==> src/rtl/core/spdz_pkg.sv <==
// ----------------------------------------------------------------------------
// spdz_pkg: shared constants and types for the stick polar dead-zone core
// Holds the CORDIC angle table, fixed widths and the data record that moves
// from cell to cell down the pipeline.
// ----------------------------------------------------------------------------
package spdz_pkg;

   localparam int CORDIC_STAGES_DEF = 16;
   localparam int TABLE_LEN         = 24;
   localparam int SQRT_STEPS        = 24;   // result bits of sqrt(r2 << 16)
   localparam int DIV_STEPS         = 16;   // quotient bits of the magnitude divide
   localparam int DEADZONE_RESET    = 7849;
   localparam int AXIS_MAX          = 32767;

   localparam logic [33:0] QUARTER_TURN = 34'd1073741824;
   localparam logic [23:0] TWO_PI_Q21   = 24'd13176795;

   // Rounded atan(2^-i) in units of 2^-32 turn.
   function automatic logic [29:0] atan_turn(input logic [4:0] idx);
      logic [29:0] v;
      begin
         case (idx)
            5'd0:  v = 30'd536870912;
            5'd1:  v = 30'd316933406;
            5'd2:  v = 30'd167458907;
            5'd3:  v = 30'd85004756;
            5'd4:  v = 30'd42667331;
            5'd5:  v = 30'd21354465;
            5'd6:  v = 30'd10679838;
            5'd7:  v = 30'd5340245;
            5'd8:  v = 30'd2670163;
            5'd9:  v = 30'd1335087;
            5'd10: v = 30'd667544;
            5'd11: v = 30'd333772;
            5'd12: v = 30'd166886;
            5'd13: v = 30'd83443;
            5'd14: v = 30'd41722;
            5'd15: v = 30'd20861;
            5'd16: v = 30'd10430;
            5'd17: v = 30'd5215;
            5'd18: v = 30'd2608;
            5'd19: v = 30'd1304;
            5'd20: v = 30'd652;
            5'd21: v = 30'd326;
            5'd22: v = 30'd163;
            5'd23: v = 30'd81;
            default: v = 30'd0;
         endcase
         return v;
      end
   endfunction

   // One beat in flight through the cell chain.
   typedef struct packed {
      logic        valid;
      // square root (bitwise restoring)
      logic [47:0] sq_rem;     // remaining radicand
      logic [47:0] sq_res;
      logic [47:0] sq_bit;
      // divider
      logic [39:0] dv_rem;
      logic [15:0] dv_quo;
      logic [23:0] dv_den;
      // CORDIC
      logic [33:0] cx;         // non-negative
      logic signed [34:0] cy;
      logic signed [35:0] z;
      logic [33:0] base;
      logic        axis;       // angle is exact, CORDIC result unused
      // flags
      logic        dz_hit;
      logic        mag_on;     // r2 > dz2 and divisor non-zero
      logic [14:0] dz;
   } spdz_beat_type;

endpackage

==> src/rtl/core/spdz_cell.sv <==
// ----------------------------------------------------------------------------
// spdz_cell: one step of the pipeline
// Performs one square-root bit or, in its divider window, one quotient bit (the
// first divider cell also clips and seeds), plus a CORDIC rotation below
// CORDIC_STAGES; registers the beat onward.
module spdz_cell #(
   parameter int IDX           = 0,
   parameter int CORDIC_STAGES = spdz_pkg::CORDIC_STAGES_DEF
) (
   input  logic                    clock,
   input  logic                    reset,
   input  logic                    advance,
   input  spdz_pkg::spdz_beat_type beat_in,
   output spdz_pkg::spdz_beat_type beat_out
);

   localparam int DIV_START = spdz_pkg::SQRT_STEPS;
   localparam int DIV_BIT   = (IDX >= DIV_START && IDX < DIV_START + spdz_pkg::DIV_STEPS)
                              ? DIV_START + spdz_pkg::DIV_STEPS - 1 - IDX : 0;

   spdz_pkg::spdz_beat_type beat_ff, beat_in_c;
   logic [47:0] trial;
   logic [33:0] xs, ys;
   logic [33:0] ycomp;
   logic [39:0] rem_sh;
   logic [39:0] den_sh;
   logic [23:0] rq;
   logic [23:0] rq_off;

   always_comb begin
      beat_in_c = beat_in;
      trial     = '0;
      xs        = '0;
      ys        = '0;
      ycomp     = '0;
      rem_sh    = '0;
      den_sh    = '0;
      rq        = '0;
      rq_off    = '0;
      if (IDX < spdz_pkg::SQRT_STEPS) begin
         trial = beat_in.sq_res + beat_in.sq_bit;
         if (beat_in.sq_rem >= trial) begin
            beat_in_c.sq_rem = beat_in.sq_rem - trial;
            beat_in_c.sq_res = (beat_in.sq_res >> 1) + beat_in.sq_bit;
         end else begin
            beat_in_c.sq_res = beat_in.sq_res >> 1;
         end
         beat_in_c.sq_bit = beat_in.sq_bit >> 2;
      end
      if (IDX == DIV_START) begin
         // Clip the radius, remove the dead zone and seed the divider with
         // ((rq - (dz << 8)) << 15) + den/2.
         rq = beat_in.sq_res[23:0];
         if (rq > 24'(spdz_pkg::AXIS_MAX * 256)) rq = 24'(spdz_pkg::AXIS_MAX * 256);
         rq_off = rq - {1'b0, beat_in.dz, 8'd0};
         beat_in_c.dv_rem = {1'b0, rq_off, 15'd0} + {17'd0, beat_in.dv_den[23:1]};
         beat_in_c.dv_quo = '0;
      end
      if (IDX >= DIV_START && IDX < DIV_START + spdz_pkg::DIV_STEPS) begin
         // Restoring divide, most significant quotient bit first.
         rem_sh = beat_in_c.dv_rem;
         den_sh = 40'(beat_in.dv_den) << DIV_BIT;
         if (rem_sh >= den_sh) begin
            beat_in_c.dv_rem = rem_sh - den_sh;
            beat_in_c.dv_quo = beat_in_c.dv_quo | (16'd1 << DIV_BIT);
         end
      end
      if (IDX < CORDIC_STAGES) begin
         ycomp = beat_in.cy[34] ? 34'(-beat_in.cy) : 34'(beat_in.cy);
         xs = beat_in.cx >> IDX;
         ys = ycomp >> IDX;
         beat_in_c.cx = beat_in.cx + ys;
         if (!beat_in.cy[34]) begin
            beat_in_c.cy = beat_in.cy - $signed({1'b0, xs});
            beat_in_c.z  = beat_in.z + 36'(spdz_pkg::atan_turn(5'(IDX)));
         end else begin
            beat_in_c.cy = beat_in.cy + $signed({1'b0, xs});
            beat_in_c.z  = beat_in.z - 36'(spdz_pkg::atan_turn(5'(IDX)));
         end
      end
   end

   always_ff @(posedge clock) begin
      if (reset) begin
         beat_ff.valid <= 1'b0;
      end else if (advance) begin
         beat_ff <= beat_in_c;
      end
   end

   assign beat_out = beat_ff;

endmodule

==> config.mk <==
export PLATFORM = sky130hd
export DESIGN_NAME = spdz_cell
export DESIGN_NICKNAME = d
export VERILOG_FILES = /design/src/rtl/core/spdz_pkg.sv /design/src/rtl/core/spdz_cell.sv
export SDC_FILE = /design/constraint.sdc
export NUM_CORES = 1
export LEC_CHECK = 0
export BUFFER_PORTS_ARGS = -buffer_cell sky130_fd_sc_hd__buf_2
export CAP_MARGIN = 10
export CORE_AREA = 5 5 297 299
export DETAILED_ROUTE_END_ITERATION = 8
export DIE_AREA = 0 0 302 304
export GPL_ROUTABILITY_DRIVEN = 0
export HOLD_SLACK_MARGIN = 0.03
export SYNTH_ARGS = -nofsm -noshare
export SYNTH_HDL_FRONTEND = slang
export SYNTH_SLANG_ARGS = --single-unit
==> constraint.sdc <==
create_clock -name clock -period 27.8 [get_ports clock]
set_clock_uncertainty 0.05 [all_clocks]
set_input_delay 4.17 -clock clock [delete_from_list [all_inputs] [get_ports clock]]
set_output_delay 4.17 -clock clock [all_outputs]
set_load 0.02 [all_outputs]
==> out/qor.txt, run 1 <==
area leader, netlist = edfxtp_1
Initial Util = 0.2960
worst hold-check path type = flop to flop
endpoints failing hold = 0
Final Max Tran Viols = 0
Routed wire per std cell = 22.83 um
Post-route DRC = 0
Async S/R FF share, synth = 0
drt pass-1 iters = 8
CTS Buf Count = 46
Cell Pwr Density = 66.21 nW/um^2
H-tree levels = 2
number of global-route vias before repair = 21.59k
die width = 302 um
Post-CTS Setup Inserts = 0
Syn Inst Count = 2413
RSZ-0062 raised after global routing = false
DP Worst Slack = 16.75 ns
Syn Std Cell Area = 25130 um^2
first-pass GRT wire length = 140.8 mm
Die ar. = 91810 um^2
clock buffer depth = 3
Final setup viols = 0
GRT Util Overall = 0.2030
post-synth top area share = 0.4517
CP Capture Type = flop
Worst Path Max Fanout = 110
Synth cell types = 91
EDFF count, synth = 378
initial antenna violation count = 35
grt total ovfl = 0
status = finished clean
Hold WS = 0.4467 ns
Startpoint Class = input pin
top cells by area, synth = edfxtp_1 45%, ha_1 11%, xnor2_1 5.4%, a21oi_1 4.4%, a21o_1 4.0%
Top FF cell, synth = edfxtp_1
share of cells above drive strength 1 = 0.2800
Hold Buf Count CTS = 0
Reg clk slew, reported paths = 0.06 ns
Synth top cells by count = 378 x edfxtp_1, 219 x a21oi_1, 215 x ha_1, 214 x nand2_1, 185 x o21ai_0
core box area = 84880 um^2
Die H = 304 um
Final nets = 3763
Least-Margin Pin Slew = 0.9909 ns
Data required, critical path = 28.08 ns
Max-Cap Viols = 0
row count = 107
crit path DAT = 10.78 ns
yosys warns = 0
Synth Area per Inst = 10.41 um^2
port bufs = 764
hpwl dp = 81.95 mm
IO Pins = 767
final std cells w/o fill = 4350
clk root buf = clkbuf_16
achievable frequency = 95.28 MHz
worst ir drop on vdd = 0.04577 mV
CTS sink cnt = 379
setup_tns = 0 ns
PostCTS Resize Cnt = 0
Leakage = 13.56 nW
Tmin final = 10.49 ns
total routed wirelength = 99.31 mm
final worst setup slack = 17.31 ns
Largest register FFs = 379
via density per instance = 5.088
flops & latches, synth = 379
largest net degree at the start of global routing = 111
CTS tree = done
Inst Count DP = 4253
Skew-Pair Late Insertion Delay = 0.60 ns
max_slew headroom = 0.3394
crit path kind = input pin to flop
Tcrit/Tclk final = 0.3775
Vias = 22.13k
top-count cell post-synth = edfxtp_1
antenna-violating nets left = 0
sequential-to-total area share from yosys stat = 0.4525
DRT iter0 DRCs = 1449
Synth-to-Final Area Change = 26.05%
==> worst paths after layout <==
path	startpoint	endpoint	slack, ns	cells after the start
setup reg to reg	beat_out[381]	beat_out[381]	27.18	2
hold / removal	beat_out[381]	beat_out[381]	0.45	2
setup / recovery	beat_in[237]	beat_out[292]	17.31	23
hold reg to reg	beat_out[381]	beat_out[381]	0.45	2
==> per-layer routing <==
metal  vias up  routed length (um)  GRT usage
met5         -                 242          0
met1     10420               35150     0.2123
li1      10630                   -          -
met4        36                4809    0.08539
met3       201                9811    0.07584
met2       851               49300     0.3644
==> cells by family (layout without fill, tap and decap cells) <==
kind of cell | after synthesis | after routing | share of synthesized area
XOR/XNOR | 258 | 258 | 0.08993
AO/OA/AOI/OAI | 779 | 779 | 0.1966
other | 1 | 15 | 0.0001492
buffers and inverters | 151 | 930 | 0.02440
flip-flops | 379 | 379 | 0.4525
multiplexers | 11 | 11 | 0.004830
AND/OR/NAND/NOR | 613 | 613 | 0.1197
adder cells (fa/ha/maj) | 221 | 221 | 0.1118
==> layout by cell type, fill, tap and decap left out, types with 12 or more instances in the layout <==
cell type and instances:
nand4_1 35, a211oi_1 18, and3_1 20, ha_1 215
and2_1 12, o21ai_1 12, o21ai_0 185, a21o_1 135
o211ai_1 14, xnor2_1 156, clkbuf_16 46, diode_2 13
nor3_1 32, nor4_1 16, o21bai_1 33, o31ai_1 24
inv_1 72, buf_2 764, o41ai_1 12, edfxtp_1 378
nand3_1 47, a21oi_1 219, nand2_1 214, o21a_1 21
nor2_1 126, nor2b_1 19, nand2b_1 34, xor2_1 102
a31oi_1 29
==> metrics by stage <==
stage / utilization / instance area (um^2) / power (mW)
finish: 0.3732 / 31670 / 2.097
global route: 0.3729 / 31650 / 2.214
CTS: 0.3728 / 31640 / 2.121
detailed placement: 0.3549 / 30130 / 1.488
global placement: 0.3549 / 30130 / 1.484
floorplan: - / 25130 / 1.260
==> power breakdown <==
group | internal, mW | leakage, nW | switching, mW
Sequential | 0.716 | 3.54 | 0.0168
Clock | 0.346 | 0.726 | 0.273
Combinational | 0.273 | 9.29 | 0.472
==> layout make-up <==
cell class / count / area [um^2]
tap: 1144 / 1431
timing repair buffer: 774 / 3899
clock inverter: 35 / 352.8
sequential: 379 / 11370
clock buffer: 49 / 1162
multi-input combinational: 1884 / 13160
antenna: 13 / 32.53
fill: 8650 / 53200
inverter: 72 / 270.3
==> critical path, stage by stage <==
cell and delay [ns]:
buf_2 0.10, ha_1 0.21, inv_1 0.07, fa_1 0.40, nor2b_1 0.18, o31ai_1 0.11
a21boi_0 0.24, o21ai_0 0.30, a31oi_1 0.47, nor2b_1 0.12, a311oi_2 0.49, xnor2_1 0.13
ha_1 0.39, nand4_1 0.23, nor3_1 0.09, a221oi_1 0.25, o21ai_1 0.19, a311oi_1 0.32
a21oi_1 0.16, nor3_4 0.17, buf_4 0.77, buf_4 0.74, mux2_2 0.40
(Power assumes the default switching activity.)
==> run 2, diff against run 1 <==
==> constraint.sdc (replaced) <==
create_clock -name clock -period 9 [get_ports clock]
set_clock_uncertainty 0.05 [all_clocks]
set_input_delay 1.35 -clock clock [delete_from_list [all_inputs] [get_ports clock]]
set_output_delay 1.35 -clock clock [all_outputs]
set_load 0.02 [all_outputs]
==> out/qor.txt, run 2 (synthesis results as in run 1) <==
CTS sink cnt = 379
Worst path max stage delay = 0.59 ns
GRT Util Overall = 0.2057
most frequent cells in the layout = 764 x buf_2, 378 x edfxtp_1, 219 x a21oi_1
final worst setup slack = 2.082 ns
Data required, critical path = 9.31 ns
R2R setup slack = 8.34 ns
Post-CTS Setup Inserts = 0
core box area = 84880 um^2
cells on worst reg2reg path = 2
Worst Path Max Fanout = 78
Bufs and invs on worst path = 3
antenna-violating nets left = 0
Least-Margin Pin Slew = 1.053 ns
die width = 302 um
setup_tns = 0 ns
grt total ovfl = 0
family with the most delay on the worst path = compound AO/OA/AOI/OAI gates
worst hold-check path type = flop to flop
CP Capture Type = flop
Post-route DRC = 0
Initial Util = 0.2960
worst reg2reg path endpoint = beat_out[381]
crit path kind = input pin to flop
initial antenna violation count = 38
CP Cell Sequence = buf_2 > ha_1 > inv_1 > fa_1 > nor2b_1 > o31ai_1 > a21boi_0 > o21ai_0 > a31oi_1 > nor2b_1 > a311oi_2 > xnor2_1 > ha_1 > nand4_1 > nor3_1 > a221oi_1 > o21ai_1 > a311oi_1 > a21oi_1 > nor3_4 > buf_4 > nor4b_1 > a211oi_1 > nand2_1
via density per instance = 5.074
achievable frequency = 144.6 MHz
Vias = 22.07k
Largest register FFs = 379
CTS tree = done
Final nets = 3763
first-pass GRT wire length = 141.8 mm
RSZ-0062 raised after global routing = false
clock buffer depth = 3
Routed wire per std cell = 23.01 um
Worst R2R Start = beat_out[381]
hpwl dp = 82.68 mm
crit path DAT = 7.23 ns
Cell Pwr Density = 206.2 nW/um^2
Die ar. = 91810 um^2
status = finished clean
number of global-route vias before repair = 21.59k
Worst Hold End = beat_out[381]
Final Max Tran Viols = 0
Synth-to-Final Area Change = 26.47%
max_slew headroom = 0.2982
Hold Crit Start = beat_out[381]
share of cells above drive strength 1 = 0.2803
DRT iter0 DRCs = 1425
CTS Buf Count = 47
largest net degree at the start of global routing = 135
Tmin final = 6.918 ns
total routed wirelength = 100.1 mm
IO Pins = 767
Reg clk slew, reported paths = 0.07 ns
Max-Cap Viols = 0
PostCTS Resize Cnt = 0
Die H = 304 um
Skew-Pair Late Insertion Delay = 0.61 ns
H-tree levels = 2
Tcrit/Tclk final = 0.7686
port bufs = 764
Leakage = 13.62 nW
row count = 107
Startpoint Class = input pin
Hold Path Depth = 2
DP Worst Slack = 1.605 ns
worst ir drop on vdd = 0.1328 mV
commonest non-fill, non-tap cell in the layout = buf_2
Final setup viols = 0
drt pass-1 iters = 5
Hold Buf Count CTS = 0
endpoints failing hold = 0
Slowest-stage cell, CP = buf_4
clk root buf = clkbuf_16
==> run 2: cell count changes in the layout (fill, tap and decap cells not counted), sizes merged <==
cell      change
bufinv        +1
clkinvlp      -6
inv           -1
buf           -1
clkinv        +5
clkbuf        +2
diode         -1
==> run 2: worst max path at each step <==
stage                  from       endpoint  slack [ns]  cells after the start
4_1_cts        beat_in[237]  beat_out[329]        2.27                     24
5_1_grt        beat_in[237]  beat_out[331]        1.78                     24
3_5_place_dp   beat_in[237]  beat_out[329]        1.60                     24
2_1_floorplan       advance    beat_out[0]        1.52                      1
6_report       beat_in[237]  beat_out[329]        2.08                     24
3_3_place_gp   beat_in[237]  beat_out[329]        1.67                     26
==> run 2: worst min-delay path, cell delays in order, from the launching register on <==
cell	delay [ns]
dfxtp_1	0.33
mux2i_1	0.07
nor2_1	0.09
==> run 2: layout make-up <==
type	count	area [um^2]
Antenna cell	12	30.03
Clock inverter	34	400.4
Clock buffer	51	1191
Sequential cell	379	11370
Fill cell	8697	53100
Multi-Input combinational cell	1884	13160
Timing Repair Buffer	773	3929
Inverter	72	270.3
Tap cell	1144	1431
==> run 2: where the power goes <==
group	switching [mW]	internal (mW)	leakage, nW
sequential	0.0524	2.21	3.54
clock	0.853	1.12	0.779
combinational	1.46	0.848	9.30
==> run 2: through the flow <==
step | std cells | area (um^2) | hold slack [ns] | power, mW | util
finish | 4349 | 31780 | 0.4799 | 6.552 | 0.3744
global route | 4344 | 31770 | 0.5048 | 6.922 | 0.3742
CTS | 4337 | 31750 | 0.4765 | 6.628 | 0.3740
detailed placement | 4252 | 30160 | 0.4610 | 4.608 | 0.3553
global placement | 4252 | 30160 | 0.4297 | 4.598 | 0.3553
floorplan | 2414 | 25140 | 0.5288 | 3.859 | -
==> run 2: layer usage <==
| metal | GRT usage | vias up | share of wire |
|---|---|---|---|
| met4 | 0.09216 | 30 | 0.052 |
| met2 | 0.3699 | 856 | 0.50 |
| met1 | 0.2134 | 10360 | 0.35 |
| li1 | - | 10610 | - |
| met3 | 0.07477 | 210 | 0.097 |
| met5 | 0 | - | 0.0021 |
==> run 3, diff against run 2 <==
==> constraint.sdc (replaced) <==
create_clock -name clock -period 6.3 [get_ports clock]
set_clock_uncertainty 0.05 [all_clocks]
set_input_delay 0.945 -clock clock [delete_from_list [all_inputs] [get_ports clock]]
set_output_delay 0.945 -clock clock [all_outputs]
set_load 0.02 [all_outputs]
==> out/qor.txt, run 3 (synthesis results as in run 1) <==
Post-CTS Setup Inserts = 0
Tcrit/Tclk final = 0.9127
initial antenna violation count = 36
Worst R2R Start = beat_out[381]
Leakage = 13.85 nW
Vias = 22.45k
Fillers = 8600
Final Max Tran Viols = 0
GRT Util Overall = 0.2076
Clk pwr share = 0.294
clock buffer depth = 3
DP Worst Slack = -0.03808 ns
cells on worst reg2reg path = 2
grt total ovfl = 0
Least-Margin Pin Slew = 0.9312 ns
H-tree levels = 2
RSZ-0062 raised after global routing = false
total net switching power = 3.377 mW
Routed wire per std cell = 22.92 um
die width = 302 um
R2R setup slack = 5.65 ns
CP Capture Type = flop
total routed wirelength = 101.0 mm
CTS tree = done
PostCTS Resize Cnt = 0
most frequent cells in the layout = 764 x buf_2, 378 x edfxtp_1, 219 x a21oi_1
crit path DAT = 6.04 ns
clk root buf = clkbuf_16
IO Pins = 767
Largest register FFs = 379
Reg clk slew, reported paths = 0.07 ns
Post-route DRC = 0
Hold Buf Count CTS = 0
achievable frequency = 173.9 MHz
switch share = 0.3571
CTS sink cnt = 379
DRT iter0 DRCs = 1355
max_slew headroom = 0.3735
largest net degree at the start of global routing = 129
port bufs = 764
number of global-route vias before repair = 22.07k
Data required, critical path = 6.59 ns
Initial Util = 0.2960
core box area = 84880 um^2
via density per instance = 5.095
commonest non-fill, non-tap cell in the layout = buf_2
crit path kind = input pin to flop
Startpoint Class = input pin
Skew-Pair Late Insertion Delay = 0.60 ns
share of cells above drive strength 1 = 0.2900
worst ir drop on vdd = 0.2207 mV
Hold Path Depth = 1
Final setup viols = 0
PnR Total Power = 9.457 mW
Tmin final = 5.750 ns
final worst setup slack = 0.5500 ns
Sequential Power Share = 0.343
hpwl dp = 83.73 mm
worst hold-check path type = input pin to flop
Worst Hold End = beat_out[1]
Cell Pwr Density = 293.8 nW/um^2
endpoints failing hold = 0
drt pass-1 iters = 5
worst reg2reg path endpoint = beat_out[381]
CTS Buf Count = 47
internal power = 6.079 mW
setup_tns = 0 ns
combinational cell fraction of total power = 0.363
Max-Cap Viols = 0
row count = 107
first-pass GRT wire length = 143.1 mm
Worst Path Max Fanout = 25
Final nets = 3814
final instance area = 32180 um^2
status = finished clean
Post-DP Area = 30580 um^2
antenna-violating nets left = 0
Synth-to-Final Area Change = 28.08%
Die H = 304 um
Hold Crit Start = beat_in[1]
Die ar. = 91810 um^2
## run 3: worst max-delay path by stage
stage / from / to / slack, ns / cells after the start
after CTS: beat_in[237] / beat_out[322] / 0.63 / 25
after detailed placement: beat_in[237] / beat_out[322] / -0.04 / 25
after floorplan: advance / beat_out[0] / -0.78 / 1
final: beat_in[237] / beat_out[322] / 0.55 / 25
after global routing: beat_in[237] / beat_out[375] / 0.15 / 25
after global placement: beat_in[237] / beat_out[375] / 0.02 / 25
## run 3: routing by layer
layer	share of wire	vias up	global-route usage	wire, um
li1	-	10730	-	-
met1	0.36	10660	0.2177	36040
met2	0.51	860	0.3797	51030
met3	0.092	181	0.06913	9260
met4	0.045	24	0.08420	4503
met5	0.0016	-	0	165
## run 3: power by group through the flow
stage          registers [mW]  logic (mW)  clock network [mW]
2_1_floorplan            3.62        1.89                   0
3_3_place_gp             3.29        3.41                   0
3_5_place_dp             3.29        3.43                   0
4_1_cts                  3.24        3.44                2.88
5_1_grt                  3.26        3.74                2.98
6_report                 3.24        3.43                2.78
## run 3: worst max-delay path, cell delays in order
cell	delay, ns
buf_2	0.10
ha_1	0.19
inv_1	0.06
fa_1	0.41
nor2b_1	0.16
o31ai_1	0.10
a21boi_0	0.22
o21ai_0	0.12
buf_4	0.16
a31oi_1	0.36
nor2b_1	0.10
a311oi_2	0.25
buf_4	0.18
xnor2_1	0.13
ha_1	0.30
nand4_1	0.17
nor3_1	0.08
a221oi_1	0.28
o21ai_1	0.13
a311oi_1	0.43
a21oi_1	0.19
nor3_4	0.24
buf_4	0.27
buf_4	0.28
o21ai_0	0.15
## run 3: area by class of cell
class                   instances  area [um^2]  area share
clock buffers                  54         1224     0.03802
repair buffers                824         4349      0.1351
clock inverters                32        341.6     0.01061
diodes                         17        42.54    0.001322
inverters                      72        270.3    0.008397
flip-flops and latches        379        11370      0.3533
well taps                    1144         1431     0.04447
multi-input cells            1884        13160      0.4087
## run 3: per-stage QoR
step,std cells,util,hold slack (ns)
floorplan,2414,-,0.5288
global placement,4303,0.3602,0.4254
detailed placement,4303,0.3602,0.4472
CTS,4389,0.3787,0.3948
global route,4398,0.3789,0.4129
finish,4406,0.3792,0.4541
